--- src/sv/ptl_pkg.sv ---
// ----------------------------------------------------------------------------
// ptl_pkg: shared constants for the point-to-line distance core
// Distance field width and the comparison margin used by the root cells.
// ----------------------------------------------------------------------------
package ptl_pkg;

	// Width of the distance result; one root cell per bit
	localparam int DIST_BITS = 17;

	// Extra headroom bits on the trial-product compare
	localparam int CMP_MARGIN = 2;

endpackage

--- src/sv/ptl_cell.sv ---
// ----------------------------------------------------------------------------
// ptl_cell: one bit of the distance root search
// Tries setting bit BIT of r; keeps it when (r+2^b)^2*|d|^2 <= |c|^2.
// Tracks r*|d|^2 and r^2*|d|^2 so the trial needs only shifts and adds.
// ----------------------------------------------------------------------------
module ptl_cell #(
	parameter int BIT = 0,
	parameter int SW  = 68,
	parameter int DW  = 34
) (
	input  logic                                clk,
	input  logic                                arst_n,
	input  logic                                valid_i,
	output logic                                ready_o,
	input  logic [SW-1:0]                       csq_i,
	input  logic [DW-1:0]                       dsq_i,
	input  logic                                zero_i,
	input  logic [ptl_pkg::DIST_BITS-1:0]       r_i,
	input  logic [ptl_pkg::DIST_BITS+DW-1:0]    rd_i,
	input  logic [SW-1:0]                       r2d_i,
	output logic                                valid_o,
	input  logic                                ready_i,
	output logic [SW-1:0]                       csq_o,
	output logic [DW-1:0]                       dsq_o,
	output logic                                zero_o,
	output logic [ptl_pkg::DIST_BITS-1:0]       r_o,
	output logic [ptl_pkg::DIST_BITS+DW-1:0]    rd_o,
	output logic [SW-1:0]                       r2d_o
);

	localparam int RW  = ptl_pkg::DIST_BITS;
	localparam int RDW = RW + DW;
	localparam int PA  = (SW > 2 * RW + DW) ? SW : 2 * RW + DW;
	localparam int PW  = PA + ptl_pkg::CMP_MARGIN;

	logic          valid_q;
	logic [SW-1:0] csq_q, r2d_q;
	logic [DW-1:0] dsq_q;
	logic          zero_q;
	logic [RW-1:0] r_q;
	logic [RDW-1:0] rd_q;

	logic [PW-1:0] cand_w;
	logic          take_w;

	assign ready_o = !valid_q || ready_i;

	// trial: r2d + r*d*2^(b+1) + d*2^(2b)
	always_comb begin
		cand_w = PW'(r2d_i) + (PW'(rd_i) << (BIT + 1)) + (PW'(dsq_i) << (2 * BIT));
		take_w = (cand_w <= PW'(csq_i));
	end

	always_ff @(posedge clk or negedge arst_n) begin
		if (!arst_n) begin
			valid_q <= 1'b0;
		end else if (ready_o) begin
			valid_q <= valid_i;
		end
	end

	// hand the partial root on to the next cell
	always_ff @(posedge clk) begin
		if (ready_o && valid_i) begin
			csq_q  <= csq_i;
			dsq_q  <= dsq_i;
			zero_q <= zero_i;
			if (take_w) begin
				r_q   <= r_i | (RW'(1) << BIT);
				rd_q  <= rd_i + (RDW'(dsq_i) << BIT);
				r2d_q <= cand_w[SW-1:0];
			end else begin
				r_q   <= r_i;
				rd_q  <= rd_i;
				r2d_q <= r2d_i;
			end
		end
	end

	assign valid_o = valid_q;
	assign csq_o   = csq_q;
	assign dsq_o   = dsq_q;
	assign zero_o  = zero_q;
	assign r_o     = r_q;
	assign rd_o    = rd_q;
	assign r2d_o   = r2d_q;

endmodule

--- config.mk ---
export PLATFORM = sky130hd
export DESIGN_NAME = ptl_cell
export DESIGN_NICKNAME = d
export VERILOG_FILES = /design/src/sv/ptl_pkg.sv /design/src/sv/ptl_cell.sv
export SDC_FILE = /design/constraint.sdc
export NUM_CORES = 1
export LEC_CHECK = 0
export BUFFER_PORTS_ARGS = -buffer_cell sky130_fd_sc_hd__buf_2
export CORE_MARGIN = 10
export CORE_UTILIZATION = 54
export CTS_CLUSTER_SIZE = 14
export DETAILED_ROUTE_END_ITERATION = 10
export GPL_ROUTABILITY_DRIVEN = 0
export GPL_TIMING_DRIVEN = 0
export PLACE_DENSITY = 0.82
export SETUP_SLACK_MARGIN = 0.2
export SYNTH_ARGS = -nofsm -noshare
export SYNTH_HDL_FRONTEND = slang
export SYNTH_SLANG_ARGS = --single-unit
--- constraint.sdc ---
create_clock -name clk -period 9 [get_ports clk]
set_clock_uncertainty 0.05 [all_clocks]
set_input_delay 0.9 -clock clk [delete_from_list [all_inputs] [get_ports clk]]
set_output_delay 0.9 -clock clk [all_outputs]
set_load 0.01 [all_outputs]
==> results.json, run 1 <==
{
  "setup_viol": 0,
  "fin_nets": 2489,
  "synth_cell_types": 80,
  "min_path_type": "primary input to asynchronous set/reset pin",
  "postCtsSetupBuffers": 0,
  "p_clk_share_pct": 26.9,
  "ctsHoldBuffers": 0,
  "yosysTopAreaCellShare_pct": 42.1,
  "ys_ff_latch": 240,
  "port_buffers": 482,
  "crit_path_end_kind": "flop",
  "yosysTopAreaCell": "edfxtp_1",
  "ys_seq_area_share_pct": 42.2,
  "vias_per_cell": 6.01,
  "clk_path_buf_depth": 3,
  "whs_ps": 94.7,
  "post_drt_wl_per_cell_um": 23.0,
  "fin_crit_sh_pct": 89.3,
  "core_sq_um": 31400,
  "drtIter0Drc": 1057,
  "powerDensity_nw_per_um2": 192,
  "power_mw": 4.03,
  "ir_drop_uv": 174,
  "timing.final.max_slew_violations": 0,
  "synth_area_sq_um": 17100,
  "pwr-share-comb_pct": 37.9,
  "cts_htree_levels": 1,
  "seq_area_sq_um": 7200,
  "cts_tree": "yes",
  "outcome": "completed",
  "globalRouteOverflowTotal": 0,
  "vias": 14800,
  "max_cap_violations": 0,
  "clk_latency_ps": 520,
  "p_int_mw": 2.63,
  "leakage_nw": 9.41,
  "ctsResizeCount": 0,
  "cts_buffers": 26,
  "synth_flop_cell": "edfxtp_1",
  "syn_avg_cell_area_sq_um": 11.2,
  "grt_pass1_vias": 14800,
  "synth_nets": 1976,
  "drive_gt1_share_pct": 32.1,
  "clkSinkCount": 240,
  "syn-instance-count": 1525,
  "worstMarginPinSlew_ps": 1320,
  "routed_wl_mm": 56.8,
  "power.switching_mw": 1.40,
  "grt_max_degree": 78,
  "final_util_pct": 66.7,
  "ant_nets": 0,
  "synth_most_common_cell": "edfxtp_1",
  "path_clk_slew_ps": 60,
  "required_ps": 9270,
  "crit_fanout": 10,
  "grt_use_total_pct": 27.6,
  "netlist_top_cells_count": "239 x edfxtp_1, 173 x ha_1, 113 x a21oi_1, 97 x inv_1, 94 x nand2_1",
  "synth_area_leaders": "edfxtp_1 42%, ha_1 13%, mux2_2 4.8%",
  "hold_viol": 0,
  "synth_edf_count": 239,
  "criticalPathCategory": "primary input to flop",
  "crit_path_start_kind": "primary input",
  "maxSlewHeadroom_pct": 11.0,
  "grt_pass1_wl_mm": 84.3,
  "finalSetupTns_ps": 0,
  "area_growth_pct": 22.8,
  "period_minus_slack_ps": 8040,
  "design_area_sq_um": 20900,
  "drcViolationCount": 0,
  "placed_area_sq_um": 20100,
  "die_w_um": 198,
  "pwr-share-seq_pct": 35.2,
  "rows": 65,
  "die_y_um": 198,
  "drt_pass1_iterations": 6,
  "worstPathArrival_ps": 8300,
  "ys_async_sr_fraction_pct": 0.417,
  "rsz0062_at_grt": "no",
  "yosysWarnings": 0,
  "dieArea_sq_um": 39100,
  "max_freq_mhz": 124,
  "multi_input_area_sq_um": 9250,
  "fillers": 2347,
  "grt_antenna_before_repair": 6,
  "hpwlAfterDp_mm": 46.3,
  "initial_core_util_pct": 54.3,
  "ioPinCount": 484,
  "reg2reg_setup_slack_ps": 7170,
  "swShare_pct": 34.8,
  "cts-root-buf": "clkbuf_16"
}
==> area by class of cell <==
| type | count | share of cell area (%) |
|---|---|---|
| tap | 402 | 2.40 |
| clock buffer | 30 | 3.38 |
| timing repair buffer | 485 | 11.9 |
| inverter | 97 | 1.74 |
| sequential | 240 | 34.4 |
| buffer | 54 | 1.17 |
| antenna | 10 | 0.120 |
| clock inverter | 18 | 0.717 |
| multi-input combinational | 1134 | 44.2 |
==> final timing paths <==
check                          from         to  cells past startpoint
max in group asynchronous    arst_n    valid_o                      1
max                        dsq_i[1]   rd_o[16]                     25
min                          arst_n    valid_o                      1
min in group clk            r_i[12]    r_o[12]                      1
max reg2reg                 valid_o  csq_o[40]                      3
min reg2reg                 valid_o    valid_o                      2
==> power by group through the flow <==
stage | clock, mW | sequential [mW] | combinational, mW
final | 1.08 | 1.42 | 1.53
after global routing | 1.14 | 1.43 | 1.66
after CTS | 1.10 | 1.42 | 1.51
after detailed placement | 0 | 1.44 | 1.49
after global placement | 0 | 1.46 | 1.44
after floorplan | 0 | 1.51 | 0.914
==> per-layer routing <==
metal | wire, um | global-route usage (%) | vias up
met4 | 1570 | 7.92 | 0
met3 | 5590 | 5.91 | 121
met5 | 0 | 0 | -
met2 | 27900 | 48.1 | 835
met1 | 21700 | 33.6 | 7109
li1 | - | - | 6773
==> state kept, by name, summed over array words and instances (netlist names) <==
signal and cells:
rd_o 51, zero_o 1, r2d_o 68, r_o 17
dsq_o 34, csq_o 68, valid_o 1
==> layout by cell type, fill, tap and decap left out, types with 5 or more instances in the layout <==
master     netlist  routed
o21ai_0         53      53
nand3_1         44      44
nor2b_1          8       8
o211ai_1        10      10
nand2_1         94      94
fa_1            35      35
nor2_1          65      65
nand4_1         42      42
ha_1           173     173
o21bai_1        13      13
a21boi_0         6       6
o21a_1          14      14
clkinv_2         0       5
and2_1          16      15
a221oi_1         9       9
nor4_1           7       7
mux2_1           9       9
a21oi_1        113     113
a21o_1          54      54
clkbuf_16        0      27
nand2b_1         8       8
buf_2           18     500
a2111oi_0        5       5
mux2_2          73      73
a31oi_1          5       5
clkbuf_1        32      33
and4_1           7       7
clkinv_1         0       6
nor3_1          19      19
edfxtp_1       239     239
inv_1           97      97
or3_1            9       9
xor2_1          53      53
diode_2          0      10
xnor2_1         70      70
a211oi_1         9       9
and3_1          23      23
nor3b_2         10      10
==> cells by family after synthesis <==
group	Yosys count	synth area share (%)
XOR/XNOR	123	6.32
flip-flops	240	42.2
adder cells (fa/ha/maj)	208	16.8
AND/OR/NAND/NOR	371	11.6
AO/OA/AOI/OAI	348	13.9
buffers and inverters	151	3.57
multiplexers	84	5.53
==> per-stage QoR <==
| stage | instances | setup WS [ps] |
|---|---|---|
| 2_1_floorplan | 1525 | 1760 |
| 3_5_place_dp | 2412 | 495 |
| 6_report | 2470 | 962 |
| 4_1_cts | 2460 | 1020 |
| 3_3_place_gp | 2409 | -344 |
| 5_1_grt | 2466 | 626 |
==> worst max-delay path: stages <==
cell,delay (ps)
buf_2,140
fa_1,490
ha_1,250
fa_1,410
a21o_1,200
a221oi_2,510
a2111o_1,300
a211oi_1,110
a211oi_2,550
o21ai_2,210
a311oi_4,600
nor2_1,130
xor2_1,170
ha_1,300
nand4_1,140
or3_1,470
nor4_1,460
nand2_1,180
o21ai_0,250
nand2_1,130
a22oi_4,470
buf_2,300
buf_2,340
nand3_1,120
o21ai_0,160
(Power assumes the default switching activity.)
==> inputs of run 2 (changes only) <==
- GPL_TIMING_DRIVEN: 0 -> 1
==> run 2 against run 1 <==
Compared with the run above: utilization shrank 1.0 points; die area is the same; register-to-register slack lost 1200 ps; maximum frequency grew 8.5%; clock power shrank 5%; clock-buffer cell count grew 1; first-iteration DRC count grew 8.0%; non-clock buffer count shrank 49; combinational power is essentially flat; largest cell class unchanged.
==> results.json, run 2 (synthesized netlist as in run 1, its figures left out) <==
{
  "outcome": "completed",
  "whs_ps": 47.4,
  "cts_htree_levels": 1,
  "routed_wl_mm": 56.5,
  "finalSetupTns_ps": 0,
  "postCtsSetupBuffers": 0,
  "clk_latency_ps": 560,
  "die_w_um": 198,
  "ctsHoldBuffers": 0,
  "port_buffers": 483,
  "cts_tree": "yes",
  "max_freq_mhz": 135,
  "powerDensity_nw_per_um2": 192,
  "post_drt_wl_per_cell_um": 23.3,
  "globalRouteOverflowTotal": 0,
  "worstPathArrival_ps": 7670,
  "min_path_type": "primary input to asynchronous set/reset pin",
  "maxSlewHeadroom_pct": 29.2,
  "period_minus_slack_ps": 7410,
  "fin_crit_sh_pct": 82.3,
  "cts-root-buf": "clkbuf_16",
  "crit_fanout": 43,
  "drcViolationCount": 0,
  "max_cap_violations": 0,
  "required_ps": 9260,
  "criticalPathCategory": "primary input to flop",
  "clk_path_buf_depth": 3,
  "final_common_cell": "buf_2",
  "vias": 14700,
  "timing.final.max_slew_violations": 0,
  "area_growth_pct": 20.9,
  "rows": 65,
  "drt_pass1_iterations": 6,
  "seq_area_sq_um": 7200,
  "fin_nets": 2440,
  "grt_antenna_before_repair": 12,
  "rsz0062_at_grt": "no",
  "core_sq_um": 31400,
  "drive_gt1_share_pct": 31.9,
  "crit_path_start_kind": "primary input",
  "grt_pass1_wl_mm": 84.9,
  "grt_max_degree": 84,
  "multi_input_area_sq_um": 9250,
  "dieArea_sq_um": 39100,
  "drtIter0Drc": 1142,
  "grt_use_total_pct": 27.6,
  "final_cell_mix": "483 x buf_2, 239 x edfxtp_1, 173 x ha_1, 113 x a21oi_1, 97 x inv_1",
  "worstMarginPinSlew_ps": 1060,
  "hpwlAfterDp_mm": 45.9,
  "grt_pass1_vias": 14900,
  "hold_viol": 0,
  "clkSinkCount": 240,
  "initial_core_util_pct": 54.3,
  "fillers": 2387,
  "ioPinCount": 484,
  "ctsResizeCount": 0,
  "leakage_nw": 9.25,
  "cts_buffers": 26,
  "ant_nets": 0,
  "setup_viol": 0,
  "ir_drop_uv": 156,
  "die_y_um": 198,
  "vias_per_cell": 6.07,
  "path_clk_slew_ps": 60,
  "crit_path_end_kind": "flop"
}
[run 2: layout make-up]
| cell class | instances | area share, % |
|---|---|---|
| Antenna cell | 12 | 0.146 |
| Clock buffer | 31 | 3.25 |
| Clock inverter | 14 | 0.601 |
| Inverter | 97 | 1.77 |
| Multi-Input combinational cell | 1134 | 44.8 |
| Sequential cell | 240 | 34.9 |
| Tap cell | 402 | 2.44 |
| Timing Repair Buffer | 490 | 12.0 |
[run 2: per-layer routing]
metal / part of all wire (%) / up-vias / GRT usage [%] / wire length, um
li1: - / 6677 / - / -
met1: 37 / 7007 / 33.6 / 21000
met2: 49 / 859 / 47.0 / 27500
met3: 10 / 149 / 5.92 / 5820
met4: 3.7 / 2 / 10.9 / 2080
met5: 0.0089 / - / 0 / 5
[run 2: report_power, final]
part	internal (mW)	switching (mW)
combinational	0.613	0.890
sequential	1.39	0.0317
clock	0.563	0.468
[run 2: stage by stage]
stage	cell area [sq um]	util (%)	power [mW]	setup slack, ps	cells
finish	20600	65.7	3.96	1590	2420
detailed placement	19800	63.1	2.92	1150	2363
global route	20600	65.7	4.16	1270	2419
CTS	20600	65.6	3.95	1680	2408
floorplan	17100	-	2.42	1760	1525
global placement	19800	63.1	2.86	1260	2363
[run 2: path summary, 6_finish.rpt]
path / depth (start not counted) / start / to / slack, ps
setup / recovery: 23 / dsq_i[1] / rd_o[6] / 1590
hold / removal: 1 / arst_n / valid_o / 50
setup reg to reg: 4 / valid_o / csq_o[39] / 5940
hold reg to reg: 2 / valid_o / valid_o / 570
max in group asynchronous: 1 / arst_n / valid_o / 8770
min in group clk: 1 / r_i[4] / r_o[4] / 460
[run 2: worst max-delay path, cell delays in order]
cell      delay [ps]
buf_2            130
fa_1             510
ha_1             260
fa_1             410
a21o_1           200
a221oi_2         550
a2111o_1         290
a211oi_1         100
a211oi_2         510
o21ai_2          210
a311oi_4         540
nor2_1           120
xor2_1           160
ha_1             290
nand4_1          110
or3_1            430
nor4_1           380
nand2_1          120
o21ai_0          160
nand2_1          100
a22oi_4          200
buf_4            500
mux2_2           410
==> inputs of run 3 (changes only) <==
- ABC_AREA: unset -> 1
- CORE_UTILIZATION: 54 -> 50
- PLACE_DENSITY: 0.82 -> 0.79
- clock period: 9 -> 6.5 ns (I/O delays scaled with it)
==> run 3 against run 2 <==
Compared with the run above: clock-buffer cell count unchanged; critical path type unchanged; register-to-register slack got worse by 1900 ps; area after synthesis up 9.9%; first-iteration DRC count increased by 58%; sequential power is 36% higher; global-route usage is 0.95 points higher; worst hold slack gained 170 ps; largest power group unchanged; largest cell class unchanged; total power grew 42%; via count up 28%.
==> results.json, run 3 <==
{
  "dp.cells": 3231,
  "period_minus_slack_ps": 5720,
  "criticalPathCategory": "primary input to flop",
  "fillers": 3236,
  "ys_async_sr_fraction_pct": 0.417,
  "setup_viol": 0,
  "yosysTopAreaCellShare_pct": 38.3,
  "grt_pass1_wl_mm": 101,
  "grt_use_total_pct": 28.6,
  "drtIter0Drc": 1808,
  "hold_viol": 0,
  "die_y_um": 214,
  "postCtsSetupBuffers": 0,
  "cts_buffers": 27,
  "rsz0062_at_grt": "no",
  "place_ws_ps": 116,
  "maxSlewHeadroom_pct": 28.1,
  "drcViolationCount": 0,
  "path_clk_slew_ps": 60,
  "crit_path_start_kind": "primary input",
  "hpwlAfterDp_mm": 57.1,
  "powerDensity_nw_per_um2": 249,
  "crit_path_start": "dsq_i[13]",
  "timing.final.max_slew_violations": 0,
  "drt_pass1_iterations": 6,
  "ys_seq_area_share_pct": 38.4,
  "crit_buf_inv": 4,
  "cts_htree_levels": 1,
  "die_w_um": 214,
  "rows": 70,
  "grt_antenna_before_repair": 7,
  "cpMostUsedCell": "nand2_1",
  "ioPinCount": 484,
  "cts_tree": "yes",
  "clkSinkCount": 240,
  "vias_per_cell": 5.71,
  "synth_edf_count": 239,
  "core_sq_um": 36800,
  "min_path_type": "primary input to flop",
  "synth_area_leaders": "edfxtp_1 38%, nand2_1 13%, ha_1 12%",
  "outcome": "completed",
  "ys_ff_latch": 240,
  "whs_path_depth": 1,
  "rr_startpoint": "valid_o",
  "cts-root-buf": "clkbuf_16",
  "worstMarginPinSlew_ps": 1080,
  "rr_worst_depth": 3,
  "grt_pass1_vias": 18500,
  "port_buffers": 483,
  "globalRouteOverflowTotal": 0,
  "ant_nets": 0,
  "clk_latency_ps": 550,
  "crit_family": "simple AND/OR/NAND/NOR gates",
  "max_cap_violations": 0,
  "max_freq_mhz": 175,
  "crit_fanout": 32,
  "grt_max_degree": 125,
  "drive_gt1_share_pct": 20.5,
  "fin_nets": 3244,
  "fin_crit_sh_pct": 88.1,
  "leakage_nw": 10.9,
  "crit_path_end_kind": "flop",
  "final_common_cell": "nand2_1",
  "ir_drop_uv": 204,
  "post_drt_wl_per_cell_um": 20.8,
  "fin_cells": 3286,
  "vias": 18800,
  "finalSetupTns_ps": 0,
  "min-delay-start": "r_i[14]",
  "dieArea_sq_um": 45700,
  "syn_avg_cell_area_sq_um": 8.12,
  "area_growth_pct": 20.3,
  "final_cell_mix": "626 x nand2_1, 483 x buf_2, 275 x inv_1, 239 x edfxtp_1, 226 x nor2_1",
  "synth_cell_types": 50,
  "r2r-end": "dsq_o[33]",
  "reg2reg_setup_slack_ps": 4040,
  "synth_nets": 2760,
  "clk_path_buf_depth": 3,
  "yosysTopAreaCell": "edfxtp_1",
  "cpPeakStageDelay_ps": 490,
  "initial_core_util_pct": 51.0,
  "netlist_top_cells_count": "627 x nand2_1, 275 x inv_1, 239 x edfxtp_1, 226 x nor2_1, 173 x ha_1",
  "worstPathArrival_ps": 5970,
  "syn-instance-count": 2309,
  "synth_flop_cell": "edfxtp_1",
  "hold_end": "r_o[14]",
  "slowest_stage": "fa_1",
  "synth_area_sq_um": 18800,
  "critical_path_depth": 32,
  "routed_wl_mm": 68.4,
  "setup_ws_ps": 775,
  "synth_most_common_cell": "nand2_1",
  "required_ps": 6750,
  "yosysWarnings": 0
}
-- run 3: area by class of cell --
type	instances	area, sq um	area share, %
Antenna cell	5	12.5	0.0555
Clock buffer	31	691	3.06
Clock inverter	18	154	0.682
Inverter	280	1050	4.66
Multi-Input combinational cell	1750	10300	45.7
Sequential cell	240	7200	31.9
Tap cell	468	586	2.60
Timing Repair Buffer	494	2560	11.3
-- run 3: cells by family (layout without fill, tap and decap cells) --
group,Yosys count,count (layout),synth area share [%]
compound gates,340,340,10.2
xor+xnor,88,88,4.11
fa+ha+maj,208,208,15.3
buf+inv,319,823,6.81
flops,240,240,38.4
other cells,0,5,0
simple gates,1114,1114,25.2
-- run 3: layer usage --
metal | routed length, um | track usage (%) | up-vias
met2 | 32100 | 48.2 | 1145
li1 | - | - | 8744
met4 | 3000 | 11.9 | 4
met5 | 24 | 0 | -
met1 | 25000 | 33.7 | 8662
met3 | 8330 | 8.13 | 203
-- run 3: repair_timing --
| item | 4_1_cts | 5_1_grt |
|---|---|---|
| endpoints found under the hold margin | 1 | 0 |
| setup endpoints to repair | 0 | 35 |
| hold buffers | 1 | 0 |
| resized for setup | 0 | 2 |
-- run 3: power by group --
| group | internal [mW] | total, mW | switching (mW) |
|---|---|---|---|
| combinational | 0.744 | 2.18 | 1.44 |
| sequential | 1.90 | 1.93 | 0.0357 |
| clock | 0.842 | 1.49 | 0.646 |
-- run 3: per-stage QoR --
| step | total power, mW | hold slack, ps | utilization [%] | instance area, sq um |
|---|---|---|---|---|
| final | 5.60 | 221 | 61.3 | 22600 |
| after global routing | 5.90 | 210 | 61.3 | 22500 |
| after CTS | 5.58 | 205 | 61.3 | 22500 |
| after detailed placement | 4.09 | 376 | 58.9 | 21700 |
| after global placement | 4.03 | 375 | 58.9 | 21700 |
| after floorplan | 3.33 | 304 | - | 18800 |
-- run 3: worst max path at each step --
stage / to / slack [ps]
finish: r2d_o[66] / 780
global route: r2d_o[0] / 340
CTS: r2d_o[19] / 680
detailed placement: r2d_o[19] / 120
global placement: r2d_o[19] / 120
floorplan: csq_o[0] / 1280
